## src/hdl/tbpc_pkg.sv

```systemverilog
// Shared types, constants and tables of the tilt balance PID controller.
// Used by the register file, the sequencer and the datapath.
`default_nettype none

package tbpc_pkg;

    localparam int CORDIC_STEPS = 16;
    localparam int ATAN_LEN     = 24;
    localparam int CORDIC_ITERS = (CORDIC_STEPS < ATAN_LEN) ? CORDIC_STEPS : ATAN_LEN;
    localparam int ITER_W       = 5;

    // The filter divide: reciprocal estimate, back-multiply, one correction.
    localparam int DIV_STEPS    = 3;
    localparam int DIV_K        = 1310000;
    localparam int DIV_HALF     = DIV_K / 2;

    // floor(m / DIV_K) is ((m >> 16) * DIV_RECIP) >> 24 or one more, for m below 2^36.
    localparam int DIV_RECIP    = 839321;
    localparam int DIV_RECIP_SH = 24;

    localparam int PITCH_MAX    = 46080;
    localparam int INTEG_MAX    = 38400;
    localparam int DEG180       = 11796480;

    // floor(m / 50) == (m * RECIP50) >> 23 for every m below 2^17.
    localparam int RECIP50      = 167773;
    localparam int RECIP50_SH   = 23;

    localparam int ADDR_W       = 5;

    localparam logic [2:0] REG_GYRO_OFFSET   = 3'd0;
    localparam logic [2:0] REG_SETPOINT      = 3'd1;
    localparam logic [2:0] REG_PROP_GAIN     = 3'd2;
    localparam logic [2:0] REG_INTEGRAL_GAIN = 3'd3;
    localparam logic [2:0] REG_DERIV_GAIN    = 3'd4;
    localparam logic [2:0] REG_FALL_LIMIT    = 3'd5;
    localparam logic [2:0] REG_RECOVER_LIMIT = 3'd6;
    localparam logic [2:0] REG_DEAD_BAND     = 3'd7;

    localparam logic [1:0] DIR_BRAKE   = 2'd0;
    localparam logic [1:0] DIR_FORWARD = 2'd1;
    localparam logic [1:0] DIR_REVERSE = 2'd2;

    typedef struct packed {
        logic [15:0] gyro_offset;
        logic [16:0] setpoint;
        logic [15:0] prop_gain;
        logic [15:0] integral_gain;
        logic [15:0] deriv_gain;
        logic [15:0] fall_limit;
        logic [15:0] recover_limit;
        logic [7:0]  dead_band;
    } cfg_t;

    typedef enum logic [4:0] {
        STEP_NOP, STEP_LOAD, STEP_CORDIC, STEP_ACC, STEP_F1, STEP_F2, STEP_F3,
        STEP_F4, STEP_DIV, STEP_PITCH, STEP_SAFE, STEP_P1, STEP_P2, STEP_P3,
        STEP_P4, STEP_P5, STEP_P6, STEP_OUT
    } step_t;

    typedef struct packed {
        step_t             step;
        logic [ITER_W-1:0] iter;
    } cmd_t;

    typedef struct packed {
        logic out_free;
    } status_t;

    // atan(2^-i) in 1/65536 degree, rounded to nearest.
    function automatic logic [21:0] atan_angle(input logic [ITER_W-1:0] idx);
        logic [21:0] v;
        begin
            case (idx)
                5'd0:    v = 22'd2949120;
                5'd1:    v = 22'd1740967;
                5'd2:    v = 22'd919879;
                5'd3:    v = 22'd466945;
                5'd4:    v = 22'd234379;
                5'd5:    v = 22'd117304;
                5'd6:    v = 22'd58666;
                5'd7:    v = 22'd29335;
                5'd8:    v = 22'd14668;
                5'd9:    v = 22'd7334;
                5'd10:   v = 22'd3667;
                5'd11:   v = 22'd1833;
                5'd12:   v = 22'd917;
                5'd13:   v = 22'd458;
                5'd14:   v = 22'd229;
                5'd15:   v = 22'd115;
                5'd16:   v = 22'd57;
                5'd17:   v = 22'd29;
                5'd18:   v = 22'd14;
                5'd19:   v = 22'd7;
                5'd20:   v = 22'd4;
                5'd21:   v = 22'd2;
                5'd22:   v = 22'd1;
                default: v = 22'd0;
            endcase
            return v;
        end
    endfunction

endpackage

`default_nettype wire

```

## src/hdl/tbpc_cfg_regs.sv

```systemverilog
// Configuration register file with an APB-style port.
// Depends on tbpc_pkg for the register indexes and the cfg_t bundle.
`default_nettype none

module tbpc_cfg_regs
    import tbpc_pkg::*;
(
    input  wire logic              aclk,
    input  wire logic              aresetn,
    input  wire logic              psel,
    input  wire logic              penable,
    input  wire logic              pwrite,
    input  wire logic [ADDR_W-1:0] paddr,
    input  wire logic [31:0]       pwdata,
    output logic      [31:0]       prdata,
    output logic                   pready,
    output cfg_t                   cfg
);

    cfg_t        cfg_reg;
    logic [2:0]  idx;
    logic        wr_en;

    assign idx    = paddr[4:2];
    assign wr_en  = psel & penable & pwrite;
    assign pready = 1'b1;
    assign cfg    = cfg_reg;

    always_ff @(posedge aclk) begin
        if (!aresetn) begin
            cfg_reg.gyro_offset   <= 16'd0;
            cfg_reg.setpoint      <= 17'h1FC00;
            cfg_reg.prop_gain     <= 16'd23040;
            cfg_reg.integral_gain <= 16'd1280;
            cfg_reg.deriv_gain    <= 16'd0;
            cfg_reg.fall_limit    <= 16'd7680;
            cfg_reg.recover_limit <= 16'd3840;
            cfg_reg.dead_band     <= 8'd210;
        end else if (wr_en) begin
            case (idx)
                REG_GYRO_OFFSET:   cfg_reg.gyro_offset   <= pwdata[15:0];
                REG_SETPOINT:      cfg_reg.setpoint      <= pwdata[16:0];
                REG_PROP_GAIN:     cfg_reg.prop_gain     <= pwdata[15:0];
                REG_INTEGRAL_GAIN: cfg_reg.integral_gain <= pwdata[15:0];
                REG_DERIV_GAIN:    cfg_reg.deriv_gain    <= pwdata[15:0];
                REG_FALL_LIMIT:    cfg_reg.fall_limit    <= pwdata[15:0];
                REG_RECOVER_LIMIT: cfg_reg.recover_limit <= pwdata[15:0];
                REG_DEAD_BAND:     cfg_reg.dead_band     <= pwdata[7:0];
                default:           cfg_reg.dead_band     <= cfg_reg.dead_band;
            endcase
        end
    end

    always_comb begin
        case (idx)
            REG_GYRO_OFFSET:   prdata = {16'd0, cfg_reg.gyro_offset};
            REG_SETPOINT:      prdata = {15'd0, cfg_reg.setpoint};
            REG_PROP_GAIN:     prdata = {16'd0, cfg_reg.prop_gain};
            REG_INTEGRAL_GAIN: prdata = {16'd0, cfg_reg.integral_gain};
            REG_DERIV_GAIN:    prdata = {16'd0, cfg_reg.deriv_gain};
            REG_FALL_LIMIT:    prdata = {16'd0, cfg_reg.fall_limit};
            REG_RECOVER_LIMIT: prdata = {16'd0, cfg_reg.recover_limit};
            REG_DEAD_BAND:     prdata = {24'd0, cfg_reg.dead_band};
            default:           prdata = 32'd0;
        endcase
    end

endmodule

`default_nettype wire

```

## src/hdl/tbpc_ctrl.sv

```systemverilog
// Sequencer of the tilt balance controller: walks one sample through the
// datapath steps. Depends on tbpc_pkg for the command and status types.
`default_nettype none

module tbpc_ctrl
    import tbpc_pkg::*;
(
    input  wire logic    aclk,
    input  wire logic    aresetn,
    input  wire logic    s_tvalid,
    output logic         s_tready,
    input  status_t      status,
    output cmd_t         cmd
);

    typedef enum logic [4:0] {
        S_IDLE, S_CORDIC, S_ACC, S_F1, S_F2, S_F3, S_F4, S_DIV, S_PITCH,
        S_SAFE, S_P1, S_P2, S_P3, S_P4, S_P5, S_P6, S_OUT
    } state_t;

    state_t            state_reg;
    logic [ITER_W-1:0] cnt_reg;

    assign s_tready = (state_reg == S_IDLE);

    always_ff @(posedge aclk) begin
        if (!aresetn) begin
            state_reg <= S_IDLE;
            cnt_reg   <= '0;
        end else begin
            case (state_reg)
                S_IDLE: begin
                    cnt_reg <= '0;
                    if (s_tvalid) begin
                        state_reg <= S_CORDIC;
                    end
                end
                S_CORDIC: begin
                    if (cnt_reg == ITER_W'(CORDIC_ITERS - 1)) begin
                        cnt_reg   <= '0;
                        state_reg <= S_ACC;
                    end else begin
                        cnt_reg <= cnt_reg + 1'b1;
                    end
                end
                S_ACC:   state_reg <= S_F1;
                S_F1:    state_reg <= S_F2;
                S_F2:    state_reg <= S_F3;
                S_F3:    state_reg <= S_F4;
                S_F4:    state_reg <= S_DIV;
                S_DIV: begin
                    if (cnt_reg == ITER_W'(DIV_STEPS - 1)) begin
                        cnt_reg   <= '0;
                        state_reg <= S_PITCH;
                    end else begin
                        cnt_reg <= cnt_reg + 1'b1;
                    end
                end
                S_PITCH: state_reg <= S_SAFE;
                S_SAFE:  state_reg <= S_P1;
                S_P1:    state_reg <= S_P2;
                S_P2:    state_reg <= S_P3;
                S_P3:    state_reg <= S_P4;
                S_P4:    state_reg <= S_P5;
                S_P5:    state_reg <= S_P6;
                S_P6:    state_reg <= S_OUT;
                S_OUT: begin
                    if (status.out_free) begin
                        state_reg <= S_IDLE;
                    end
                end
                default: state_reg <= S_IDLE;
            endcase
        end
    end

    always_comb begin
        cmd.iter = cnt_reg;
        case (state_reg)
            S_IDLE:   cmd.step = s_tvalid ? STEP_LOAD : STEP_NOP;
            S_CORDIC: cmd.step = STEP_CORDIC;
            S_ACC:    cmd.step = STEP_ACC;
            S_F1:     cmd.step = STEP_F1;
            S_F2:     cmd.step = STEP_F2;
            S_F3:     cmd.step = STEP_F3;
            S_F4:     cmd.step = STEP_F4;
            S_DIV:    cmd.step = STEP_DIV;
            S_PITCH:  cmd.step = STEP_PITCH;
            S_SAFE:   cmd.step = STEP_SAFE;
            S_P1:     cmd.step = STEP_P1;
            S_P2:     cmd.step = STEP_P2;
            S_P3:     cmd.step = STEP_P3;
            S_P4:     cmd.step = STEP_P4;
            S_P5:     cmd.step = STEP_P5;
            S_P6:     cmd.step = STEP_P6;
            S_OUT:    cmd.step = status.out_free ? STEP_OUT : STEP_NOP;
            default:  cmd.step = STEP_NOP;
        endcase
    end

endmodule

`default_nettype wire

```

## src/hdl/tbpc_datapath.sv

```systemverilog
// Datapath of the tilt balance controller: CORDIC atan2, complementary
// filter with a reciprocal-multiply divide, safety lock, PID on one shared
// multiplier, and the result register. Depends on tbpc_pkg.
`default_nettype none

module tbpc_datapath
    import tbpc_pkg::*;
(
    input  wire logic        aclk,
    input  wire logic        aresetn,
    input  cmd_t             cmd,
    input  cfg_t             cfg,
    input  wire logic [15:0] accel_x,
    input  wire logic [15:0] accel_z,
    input  wire logic [15:0] gyro_y,
    input  wire logic        sample_ok,
    input  wire logic        motor_enable,
    input  wire logic        m_tready,
    output logic             m_tvalid,
    output logic [16:0]      pitch_angle,
    output logic             locked,
    output logic [7:0]       duty,
    output logic [1:0]       direction,
    output status_t          status
);

    // Kept state
    logic signed [16:0] pitch_reg;
    logic signed [16:0] integ_reg;
    logic signed [17:0] last_err_reg;
    logic               lock_reg;
    logic               enable_seen_reg;

    // Per-sample working registers
    logic               ok_reg, en_reg, hold_reg;
    logic signed [16:0] g_reg;
    logic signed [18:0] cx_reg, cy_reg;
    logic signed [25:0] cz_reg;
    logic signed [16:0] acc_reg;
    logic signed [43:0] prod_reg;
    logic signed [31:0] d1_reg;
    logic signed [39:0] nacc_reg, n_reg;
    logic        [39:0] rem_reg;
    logic        [17:0] quo_reg;
    logic               nneg_reg;
    logic signed [17:0] e_reg;
    logic        [17:0] emag_reg;
    logic               eneg_reg;
    logic signed [18:0] de_reg;
    logic signed [22:0] kd50_reg;
    logic signed [43:0] sacc_reg;

    // Result register
    logic               m_valid_reg;
    logic [16:0]        out_pitch_reg;
    logic               out_lock_reg;
    logic [7:0]         out_duty_reg;
    logic [1:0]         out_dir_reg;

    // Quotient estimate taken from the product register.
    logic        [17:0] q_est;
    assign q_est = prod_reg[DIV_RECIP_SH+17:DIV_RECIP_SH];

    // Shared multiplier
    logic signed [33:0] mul_a;
    logic signed [22:0] mul_b;
    logic signed [56:0] mul_p;

    always_comb begin
        case (cmd.step)
            STEP_ACC: begin
                mul_a = 34'(pitch_reg);
                mul_b = 23'sd13100;
            end
            STEP_F1: begin
                mul_a = 34'(acc_reg);
                mul_b = 23'sd26200;
            end
            STEP_F2: begin
                mul_a = 34'(d1_reg);
                mul_b = 23'sd98;
            end
            STEP_DIV: begin
                if (cmd.iter == '0) begin
                    mul_a = 34'($signed({1'b0, rem_reg[35:16]}));
                    mul_b = 23'(DIV_RECIP);
                end else begin
                    mul_a = 34'($signed({1'b0, q_est}));
                    mul_b = 23'(DIV_K);
                end
            end
            STEP_P1: begin
                mul_a = 34'(e_reg);
                mul_b = 23'($signed({1'b0, cfg.prop_gain}));
            end
            STEP_P2: begin
                mul_a = 34'($signed({1'b0, emag_reg}));
                mul_b = 23'(RECIP50);
            end
            STEP_P3: begin
                mul_a = 34'($signed({1'b0, cfg.deriv_gain}));
                mul_b = 23'sd50;
            end
            STEP_P4: begin
                mul_a = 34'(integ_reg);
                mul_b = 23'($signed({1'b0, cfg.integral_gain}));
            end
            STEP_P5: begin
                mul_a = 34'(de_reg);
                mul_b = kd50_reg;
            end
            default: begin
                mul_a = '0;
                mul_b = '0;
            end
        endcase
    end

    assign mul_p = mul_a * mul_b;

    // CORDIC micro-rotation
    logic signed [18:0] xs, ys;
    logic signed [25:0] atan_s;
    assign xs     = cx_reg >>> cmd.iter;
    assign ys     = cy_reg >>> cmd.iter;
    assign atan_s = $signed({4'd0, atan_angle(cmd.iter)});

    // Accelerometer angle: round to 1/256 degree, negate, clamp.
    logic signed [25:0] z_rnd;
    logic signed [18:0] acc_neg;
    logic signed [16:0] acc_clamped;
    assign z_rnd   = cz_reg + 26'sd128;
    assign acc_neg = -(19'($signed(z_rnd[25:8])));
    always_comb begin
        if (acc_neg > 19'sd46080) begin
            acc_clamped = 17'sd46080;
        end else if (acc_neg < -19'sd46080) begin
            acc_clamped = -17'sd46080;
        end else begin
            acc_clamped = 17'(acc_neg);
        end
    end

    // Divider signals
    logic [39:0] n_abs;
    assign n_abs = n_reg[39] ? 40'(-n_reg) : 40'(n_reg);

    logic signed [18:0] q_signed;
    logic signed [16:0] pitch_new;
    assign q_signed = nneg_reg ? -$signed({1'b0, quo_reg}) : $signed({1'b0, quo_reg});
    always_comb begin
        if (q_signed > 19'sd46080) begin
            pitch_new = 17'sd46080;
        end else if (q_signed < -19'sd46080) begin
            pitch_new = -17'sd46080;
        end else begin
            pitch_new = 17'(q_signed);
        end
    end

    // Safety terms
    logic signed [17:0] setp_s;
    logic        [16:0] pitch_abs;
    logic signed [18:0] pdiff;
    logic        [17:0] pdiff_abs;
    assign setp_s    = 18'($signed(cfg.setpoint));
    assign pitch_abs = pitch_reg[16] ? 17'(-pitch_reg) : 17'(pitch_reg);
    assign pdiff     = 19'(pitch_reg) - 19'(setp_s);
    assign pdiff_abs = pdiff[18] ? 18'(-pdiff) : 18'(pdiff);

    // Integral update
    logic        [11:0] q50;
    logic signed [17:0] isum;
    logic signed [16:0] integ_new;
    logic               active;
    assign q50    = prod_reg[RECIP50_SH+11:RECIP50_SH];
    assign isum   = 18'(integ_reg) + (eneg_reg ? -$signed({6'd0, q50}) : $signed({6'd0, q50}));
    assign active = ~lock_reg & en_reg;
    always_comb begin
        if (isum > 18'sd38400) begin
            integ_new = 17'sd38400;
        end else if (isum < -18'sd38400) begin
            integ_new = -17'sd38400;
        end else begin
            integ_new = 17'(isum);
        end
    end

    // Motor command from the PID sum
    logic        [43:0] s_abs;
    logic        [27:0] s_hi;
    logic        [7:0]  mag;
    assign s_abs = sacc_reg[43] ? 44'(-sacc_reg) : 44'(sacc_reg);
    assign s_hi  = s_abs[43:16];
    assign mag   = (s_hi > 28'd255) ? 8'd255 : s_hi[7:0];

    assign status.out_free = ~m_valid_reg | m_tready;

    always_ff @(posedge aclk) begin
        if (!aresetn) begin
            pitch_reg       <= '0;
            integ_reg       <= '0;
            last_err_reg    <= '0;
            lock_reg        <= 1'b1;
            enable_seen_reg <= 1'b0;
            m_valid_reg     <= 1'b0;
        end else begin
            if (m_tready) begin
                m_valid_reg <= 1'b0;
            end
            case (cmd.step)
                STEP_LOAD: begin
                    ok_reg          <= sample_ok;
                    en_reg          <= motor_enable;
                    enable_seen_reg <= motor_enable;
                    if (motor_enable && !enable_seen_reg) begin
                        lock_reg     <= 1'b0;
                        integ_reg    <= '0;
                        last_err_reg <= '0;
                    end
                    g_reg <= 17'($signed(gyro_y)) - 17'($signed(cfg.gyro_offset));
                    if (accel_z == 16'd0) begin
                        // Vector on the X axis: the angle is known without rotation.
                        hold_reg <= 1'b1;
                        cz_reg   <= accel_x[15] ? 26'sd11796480 : 26'sd0;
                        cx_reg   <= '0;
                        cy_reg   <= '0;
                    end else if (accel_x[15]) begin
                        hold_reg <= 1'b0;
                        cz_reg   <= accel_z[15] ? -26'sd11796480 : 26'sd11796480;
                        cx_reg   <= -(19'($signed(accel_x)));
                        cy_reg   <= -(19'($signed(accel_z)));
                    end else begin
                        hold_reg <= 1'b0;
                        cz_reg   <= '0;
                        cx_reg   <= 19'($signed(accel_x));
                        cy_reg   <= 19'($signed(accel_z));
                    end
                end
                STEP_CORDIC: begin
                    if (!hold_reg) begin
                        if (cy_reg > 19'sd0) begin
                            cx_reg <= cx_reg + ys;
                            cy_reg <= cy_reg - xs;
                            cz_reg <= cz_reg + atan_s;
                        end else begin
                            cx_reg <= cx_reg - ys;
                            cy_reg <= cy_reg + xs;
                            cz_reg <= cz_reg - atan_s;
                        end
                    end
                end
                STEP_ACC: begin
                    acc_reg  <= acc_clamped;
                    prod_reg <= mul_p[43:0];
                end
                STEP_F1: begin
                    d1_reg   <= 32'(prod_reg) - (32'(g_reg) <<< 9);
                    prod_reg <= mul_p[43:0];
                end
                STEP_F2: begin
                    nacc_reg <= 40'(prod_reg);
                    prod_reg <= mul_p[43:0];
                end
                STEP_F3: begin
                    n_reg <= nacc_reg + 40'(prod_reg);
                end
                STEP_F4: begin
                    nneg_reg <= n_reg[39];
                    rem_reg  <= n_abs + 40'(DIV_HALF);
                    quo_reg  <= '0;
                end
                STEP_DIV: begin
                    // The estimate is low by at most one; the last cycle fixes it.
                    if (cmd.iter == '0) begin
                        prod_reg <= mul_p[43:0];
                    end else if (cmd.iter == ITER_W'(1)) begin
                        quo_reg  <= q_est;
                        prod_reg <= mul_p[43:0];
                    end else if ((rem_reg - 40'(prod_reg)) >= 40'(DIV_K)) begin
                        quo_reg <= quo_reg + 1'b1;
                    end
                end
                STEP_PITCH: begin
                    if (ok_reg) begin
                        pitch_reg <= pitch_new;
                    end else begin
                        lock_reg <= 1'b1;
                    end
                end
                STEP_SAFE: begin
                    if (!en_reg) begin
                        lock_reg <= 1'b1;
                    end else if (pitch_abs > 17'(cfg.fall_limit)) begin
                        lock_reg <= 1'b1;
                    end else if (lock_reg && (pdiff_abs < 18'(cfg.recover_limit))) begin
                        lock_reg     <= 1'b0;
                        integ_reg    <= '0;
                        last_err_reg <= '0;
                    end
                    e_reg <= setp_s - 18'(pitch_reg);
                end
                STEP_P1: begin
                    eneg_reg <= e_reg[17];
                    emag_reg <= (e_reg[17] ? 18'(-e_reg) : 18'(e_reg)) + 18'd25;
                    de_reg   <= 19'(e_reg) - 19'(last_err_reg);
                    prod_reg <= mul_p[43:0];
                end
                STEP_P2: begin
                    sacc_reg <= prod_reg;
                    prod_reg <= mul_p[43:0];
                end
                STEP_P3: begin
                    if (active) begin
                        integ_reg <= integ_new;
                    end
                    prod_reg <= mul_p[43:0];
                end
                STEP_P4: begin
                    kd50_reg <= 23'(prod_reg);
                    prod_reg <= mul_p[43:0];
                end
                STEP_P5: begin
                    sacc_reg <= sacc_reg + prod_reg;
                    prod_reg <= mul_p[43:0];
                end
                STEP_P6: begin
                    sacc_reg <= sacc_reg + prod_reg;
                end
                STEP_OUT: begin
                    m_valid_reg   <= 1'b1;
                    out_pitch_reg <= pitch_reg;
                    out_lock_reg  <= lock_reg;
                    if (!active) begin
                        integ_reg    <= '0;
                        last_err_reg <= '0;
                        out_duty_reg <= 8'd0;
                        out_dir_reg  <= DIR_BRAKE;
                    end else begin
                        last_err_reg <= e_reg;
                        if (mag < cfg.dead_band) begin
                            out_duty_reg <= 8'd0;
                            out_dir_reg  <= DIR_BRAKE;
                        end else begin
                            // The output is the negated PID sum.
                            out_duty_reg <= mag;
                            out_dir_reg  <= (!sacc_reg[43] && s_hi != 28'd0) ?
                                            DIR_REVERSE : DIR_FORWARD;
                        end
                    end
                end
                default: begin
                    hold_reg <= hold_reg;
                end
            endcase
        end
    end

    assign m_tvalid    = m_valid_reg;
    assign pitch_angle = out_pitch_reg;
    assign locked      = out_lock_reg;
    assign duty        = out_duty_reg;
    assign direction   = out_dir_reg;

endmodule

`default_nettype wire

```

## src/hdl/tilt_balance_pid_controller_unit.sv

```systemverilog
// Tilt balance PID controller, top level: APB register file, sequencer and
// datapath. Depends on tbpc_pkg, tbpc_cfg_regs, tbpc_ctrl and tbpc_datapath.
//
// Usage:
// - Input stream (s_*): one sensor sample per transfer. s_tdata carries the
//   raw accel X, accel Z and gyro Y words; s_tuser carries the read-ok flag
//   and the motor enable level.
// - Output stream (m_*): one result per sample, with the filtered pitch,
//   PWM duty and direction in m_tdata and the lock flag in m_tuser.
// - Configuration: APB-style port, one 32-bit register per 4 bytes. Write it
//   only while no sample is in flight.
// Sequence: after its transfer a sample goes through the CORDIC iterations,
// the filter steps, the filter divide, the safety check and the PID steps
// to its result being presented. The filter divide forms a reciprocal
// estimate and a back-multiply on the shared multiplier, then a correction.
// One sample is worked on at a time, so the next input transfer can be taken
// in the cycle after the previous result is registered, not before.
// Reset (synchronous, active low) restores the register defaults, zeroes
// the pitch and PID memory and sets the safety lock.
// When the receiver stalls, the result waits in the output register and the next
// sample is held at its output step until that result has been transferred.
`default_nettype none

module tilt_balance_pid_controller_unit
    import tbpc_pkg::*;
(
    input  wire logic              aclk,
    input  wire logic              aresetn,
    // accel_x [15:0], accel_z [31:16], gyro_y [47:32]
    input  wire logic [47:0]       s_tdata,
    // sample_ok [0], motor_enable [1]
    input  wire logic [1:0]        s_tuser,
    input  wire logic              s_tvalid,
    output logic                   s_tready,
    // pitch_angle [16:0], duty [24:17], direction [26:25], zero [31:27]
    output logic      [31:0]       m_tdata,
    // locked [0]
    output logic      [0:0]        m_tuser,
    output logic                   m_tvalid,
    input  wire logic              m_tready,
    input  wire logic              psel,
    input  wire logic              penable,
    input  wire logic              pwrite,
    input  wire logic [ADDR_W-1:0] paddr,
    input  wire logic [31:0]       pwdata,
    output logic      [31:0]       prdata,
    output logic                   pready
);

    cfg_t        cfg;
    cmd_t        cmd;
    status_t     status;
    logic [16:0] pitch_angle;
    logic        locked;
    logic [7:0]  duty;
    logic [1:0]  direction;

    tbpc_cfg_regs u_regs (
        .aclk    (aclk),
        .aresetn (aresetn),
        .psel    (psel),
        .penable (penable),
        .pwrite  (pwrite),
        .paddr   (paddr),
        .pwdata  (pwdata),
        .prdata  (prdata),
        .pready  (pready),
        .cfg     (cfg)
    );

    tbpc_ctrl u_ctrl (
        .aclk     (aclk),
        .aresetn  (aresetn),
        .s_tvalid (s_tvalid),
        .s_tready (s_tready),
        .status   (status),
        .cmd      (cmd)
    );

    tbpc_datapath u_dp (
        .aclk         (aclk),
        .aresetn      (aresetn),
        .cmd          (cmd),
        .cfg          (cfg),
        .accel_x      (s_tdata[15:0]),
        .accel_z      (s_tdata[31:16]),
        .gyro_y       (s_tdata[47:32]),
        .sample_ok    (s_tuser[0]),
        .motor_enable (s_tuser[1]),
        .m_tready     (m_tready),
        .m_tvalid     (m_tvalid),
        .pitch_angle  (pitch_angle),
        .locked       (locked),
        .duty         (duty),
        .direction    (direction),
        .status       (status)
    );

    assign m_tdata = {5'd0, direction, duty, pitch_angle};
    assign m_tuser = locked;

endmodule

`default_nettype wire

```

## config.mk

```make
export PLATFORM = sky130hd
export DESIGN_NAME = tilt_balance_pid_controller_unit
export DESIGN_NICKNAME = d
export VERILOG_FILES = /design/src/hdl/tbpc_pkg.sv /design/src/hdl/tbpc_cfg_regs.sv /design/src/hdl/tbpc_ctrl.sv /design/src/hdl/tbpc_datapath.sv /design/src/hdl/tilt_balance_pid_controller_unit.sv
export SDC_FILE = /design/constraint.sdc
export NUM_CORES = 2
export LEC_CHECK = 0
export BUFFER_PORTS_ARGS = -buffer_cell sky130_fd_sc_hd__buf_2
export CORE_UTILIZATION = 59
export CTS_CLUSTER_SIZE = 12
export DETAILED_ROUTE_END_ITERATION = 8
export PLACE_DENSITY_LB_ADDON = 0.05
export SLEW_MARGIN = 10
export SYNTH_ARGS = -nofsm -noshare
export SYNTH_HDL_FRONTEND = slang
export SYNTH_SLANG_ARGS = --single-unit
```

## constraint.sdc

```tcl
create_clock -name aclk -period 10.09 [get_ports aclk]
set_input_delay 0 -clock aclk [delete_from_list [all_inputs] [get_ports aclk]]
set_output_delay 0 -clock aclk [all_outputs]
set_load 0.05 [all_outputs]
```

==> impl_metrics.yaml <==
grt:
  grt-ovfl-total: 0
  grt_pass1_wl_mm: 366
  grt_start_max_net_pins: 99
  grt.total_usage_pct: 38.7
  antenna_found_initial: 8
  grt_pass1_vias: 60900
timing:
  hold_slack_ns: 0.0536
  fin_crit_ns: 9.80
  worstMarginPinSlew_ns: 1.27
  max_freq_mhz: 102
  relSlewSlack_pct: 14.7
  hold_viol_final: 0
  fin_skew_ns: 0.0986
  rsz0062_at_grt: "no"
  maxSlewViolCount: 0
  tns_ns: 0
  setup_violations: 0
  post-route-period-util_pct: 97.1
synth:
  ys_seq_area_share_pct: 25.1
  synth-edff-count: 467
  syn_area_sq_mm: 0.0725
  yosys.area_share.xor_xnor_pct: 6.67
  synth-simple-area-share_pct: 16.1
  yosys_warnings: 0
  synth_top_family_by_area: "adder cells"
  synthAdderAreaFrac_pct: 25.8
  ys_ff_latch: 675
  synth_area_per_cell_sq_um: 8.70
  async_flop_share_pct: 0
  synth_top_area_share_pct: 19.4
  synthCells: 8329
  synth_mux_area_share_pct: 2.43
  synth.top_cells.by_area: "edfxtp_1 19%, fa_1 17%, ha_1 8.4%"
  yosys.area.top_type: "edfxtp_1"
  yosys.cell_types.count: 92
  synth_compound_area_share_pct: 15.8
  synth_flop_cell: "edfxtp_1"
power:
  p_total_uw: 9530
  combPwrFrac_pct: 33.3
  p_clk_share_pct: 32.6
  leakage_uw: 0.0345
  ir_worst_vdd_mv: 0.167
  swShare_pct: 35.6
  p_per_area_mw_per_mm2: 119
  p_int_uw: 6130
  power_switching_uw: 3400
  power_frac_seq_pct: 34.1
layout:
  largest_reg_flops: 121
  area_delta_synth_final_pct: 10.2
  layout_commonest_cell: "inv_1"
  n_fill_cell: 10300
  layout.nets: 9732
  mostFrequentLayoutCells: "1164 x inv_1, 1015 x nand2_1, 669 x nor2_1, 630 x fa_1, 486 x ha_1"
  drive_gt1_share_pct: 8.05
floorplanning:
  io_pins: 162
  die-height_microns: 352
  row_count: 128
  initial_core_util_pct: 59.5
  dieWidth_microns: 352
  die_area_sq_mm: 0.124
  fp.coreArea_sq_mm: 0.122
job:
  drv_cap: 0
clock_tree:
  cts_max_level: 3
  cts.clk_slew.worst_paths_ns: 0.06
  cts_tree: "yes"
  cts_buffers: 82
  clock_latency_ns: 0.74
  cts.sinks: 675
  cts.path.max_buffers: 3
  root_buffer: "clkbuf_16"
placement:
  gp_congestion: 1.04
  hpwl_mm: 192
  port_buffers: 123
drt:
  first_pass_iters: 8
  drtAntennaViolNets: 0
  finalWirelength_mm: 243
  routedWlPerCell_microns: 23.8
  drc: 0
  drt_iter0_markers: 7356
  viasPerCell: 6.18
  vias: 63100
worst_setup_path:
  worstSetupStartpointType: "register"
  worstSetupEndpointType: "register"
  crit_top_cell: "fa_1"
  worstSetupPathType: "register to register"
  slowest_delay_ns: 0.73
  rrSetupSlack_ns: 0.29
  path_max_fanout: 17
  startpoint: "u_ctrl.state_reg[0]$_SDFFE_PN0P_"
  r2r_end: "u_dp.prod_reg[43]$_DFFE_PP_"
  cp.required_ns: 10.50
  crit_end: "u_dp.prod_reg[43]$_DFFE_PP_"
  rr_worst_depth: 33
  arrival_ns: 10.20
  slowest_stage: "a222oi_1"
  worst_r2r_startpoint: "u_ctrl.state_reg[0]$_SDFFE_PN0P_"
hold_path:
  hold_class: "input pin to register"
run_status:
  outcome: "finished, final reports clean"
==> power groups by stage <==
stage                     combinational (uW)  sequential, uW  clock [uW]
after floorplan                         2240            3240           0
after global placement                  3000            3300           0
after detailed placement                3070            3300           0
after CTS                               3120            3240        3130
after global routing                    3470            3260        3230
final                                   3180            3250        3110
==> final cells by class <==
cell class                 instances  area [sq um]  area share, %
antenna                            3          7.51        0.00940
clock buffer                     103          2290           2.87
clock inverter                    46           523          0.655
inverter                        1170          4390           5.50
multi-input combinational       6131         48800           61.1
sequential                       675         18200           22.8
tap                             1625          2030           2.55
timing repair buffer             462          3600           4.51
==> per-layer routing <==
layer  GRT usage (%)  vias up  part of all wire, %
met5               0        -                0.027
met4            16.7       10                  5.0
met3            8.49      571                   11
met2            59.7     3172                   44
met1            52.4    30800                   40
li1                -    28600                    -
==> cell usage after synthesis (46+ instances only) <==
library cell	count
ha_1	486
mux2i_1	75
nand3_1	155
or3_1	71
nor3_1	143
fa_1	630
xnor2_1	324
a21boi_0	47
a211oi_1	92
o21ai_0	361
nand2_1	1015
a21o_1	135
o21a_1	73
o211ai_1	52
a31oi_1	49
o22ai_1	58
clkbuf_1	319
xor2_1	228
dfxtp_1	208
edfxtp_1	467
o31ai_1	85
nor2b_1	70
nor2_1	680
a21oi_1	456
nand2b_1	126
and3_1	46
inv_1	1164
==> repair_timing <==
item,CTS,global route
hold endpoints to repair,186,0
hold buffers,92,0
resized for setup,0,13
buffers inserted,0,4
setup endpoints to repair,0,4
==> worst min path at each step <==
| stage | from | end | slack (ns) | cells past startpoint |
|---|---|---|---|---|
| after floorplan | s_tuser[1] | u_dp.en_reg$_DFFE_PP_ | 0.1 | 0 |
| after global placement | s_tuser[0] | u_dp.ok_reg$_DFFE_PP_ | 0.18 | 1 |
| after detailed placement | s_tuser[0] | u_dp.ok_reg$_DFFE_PP_ | 0.18 | 1 |
| after CTS | s_tdata[43] | u_dp.g_reg[11]$_DFFE_PP_ | 0.01 | 3 |
| after global routing | s_tdata[43] | u_dp.g_reg[11]$_DFFE_PP_ | 0.03 | 3 |
| final | s_tuser[1] | u_dp.en_reg$_DFFE_PP_ | 0.05 | 2 |
==> cells by family after synthesis <==
group                      count (synthesis)
DFF                                      675
xor gates and xnor gates                 552
buffers and inverters                   1542
muxes                                    126
adders and majority gates               1117
other                                      2
and+or+nand+nor                         2565
AOI/OAI and AO/OA                       1750
==> metrics by stage <==
step	worst slack, ns	utilization, %	area [sq um]	instances
after floorplan	0.606	-	72500	8348
after global placement	0.271	62.4	76000	9967
after detailed placement	0.226	62.4	76000	9967
after CTS	0.139	65.4	79700	10200
after global routing	0.00143	65.5	79800	10200
final	0.293	65.5	79800	10200
==> critical path, delay by kind of cell, from the launching register on <==
family          cells  cell delay (ns)
fa+ha+maj           8             3.89
buf+inv             7             0.75
flops               1             0.42
xor+xnor            1             0.12
compound gates     11             3.21
simple gates        6             1.05
(Power assumes the default switching activity.)
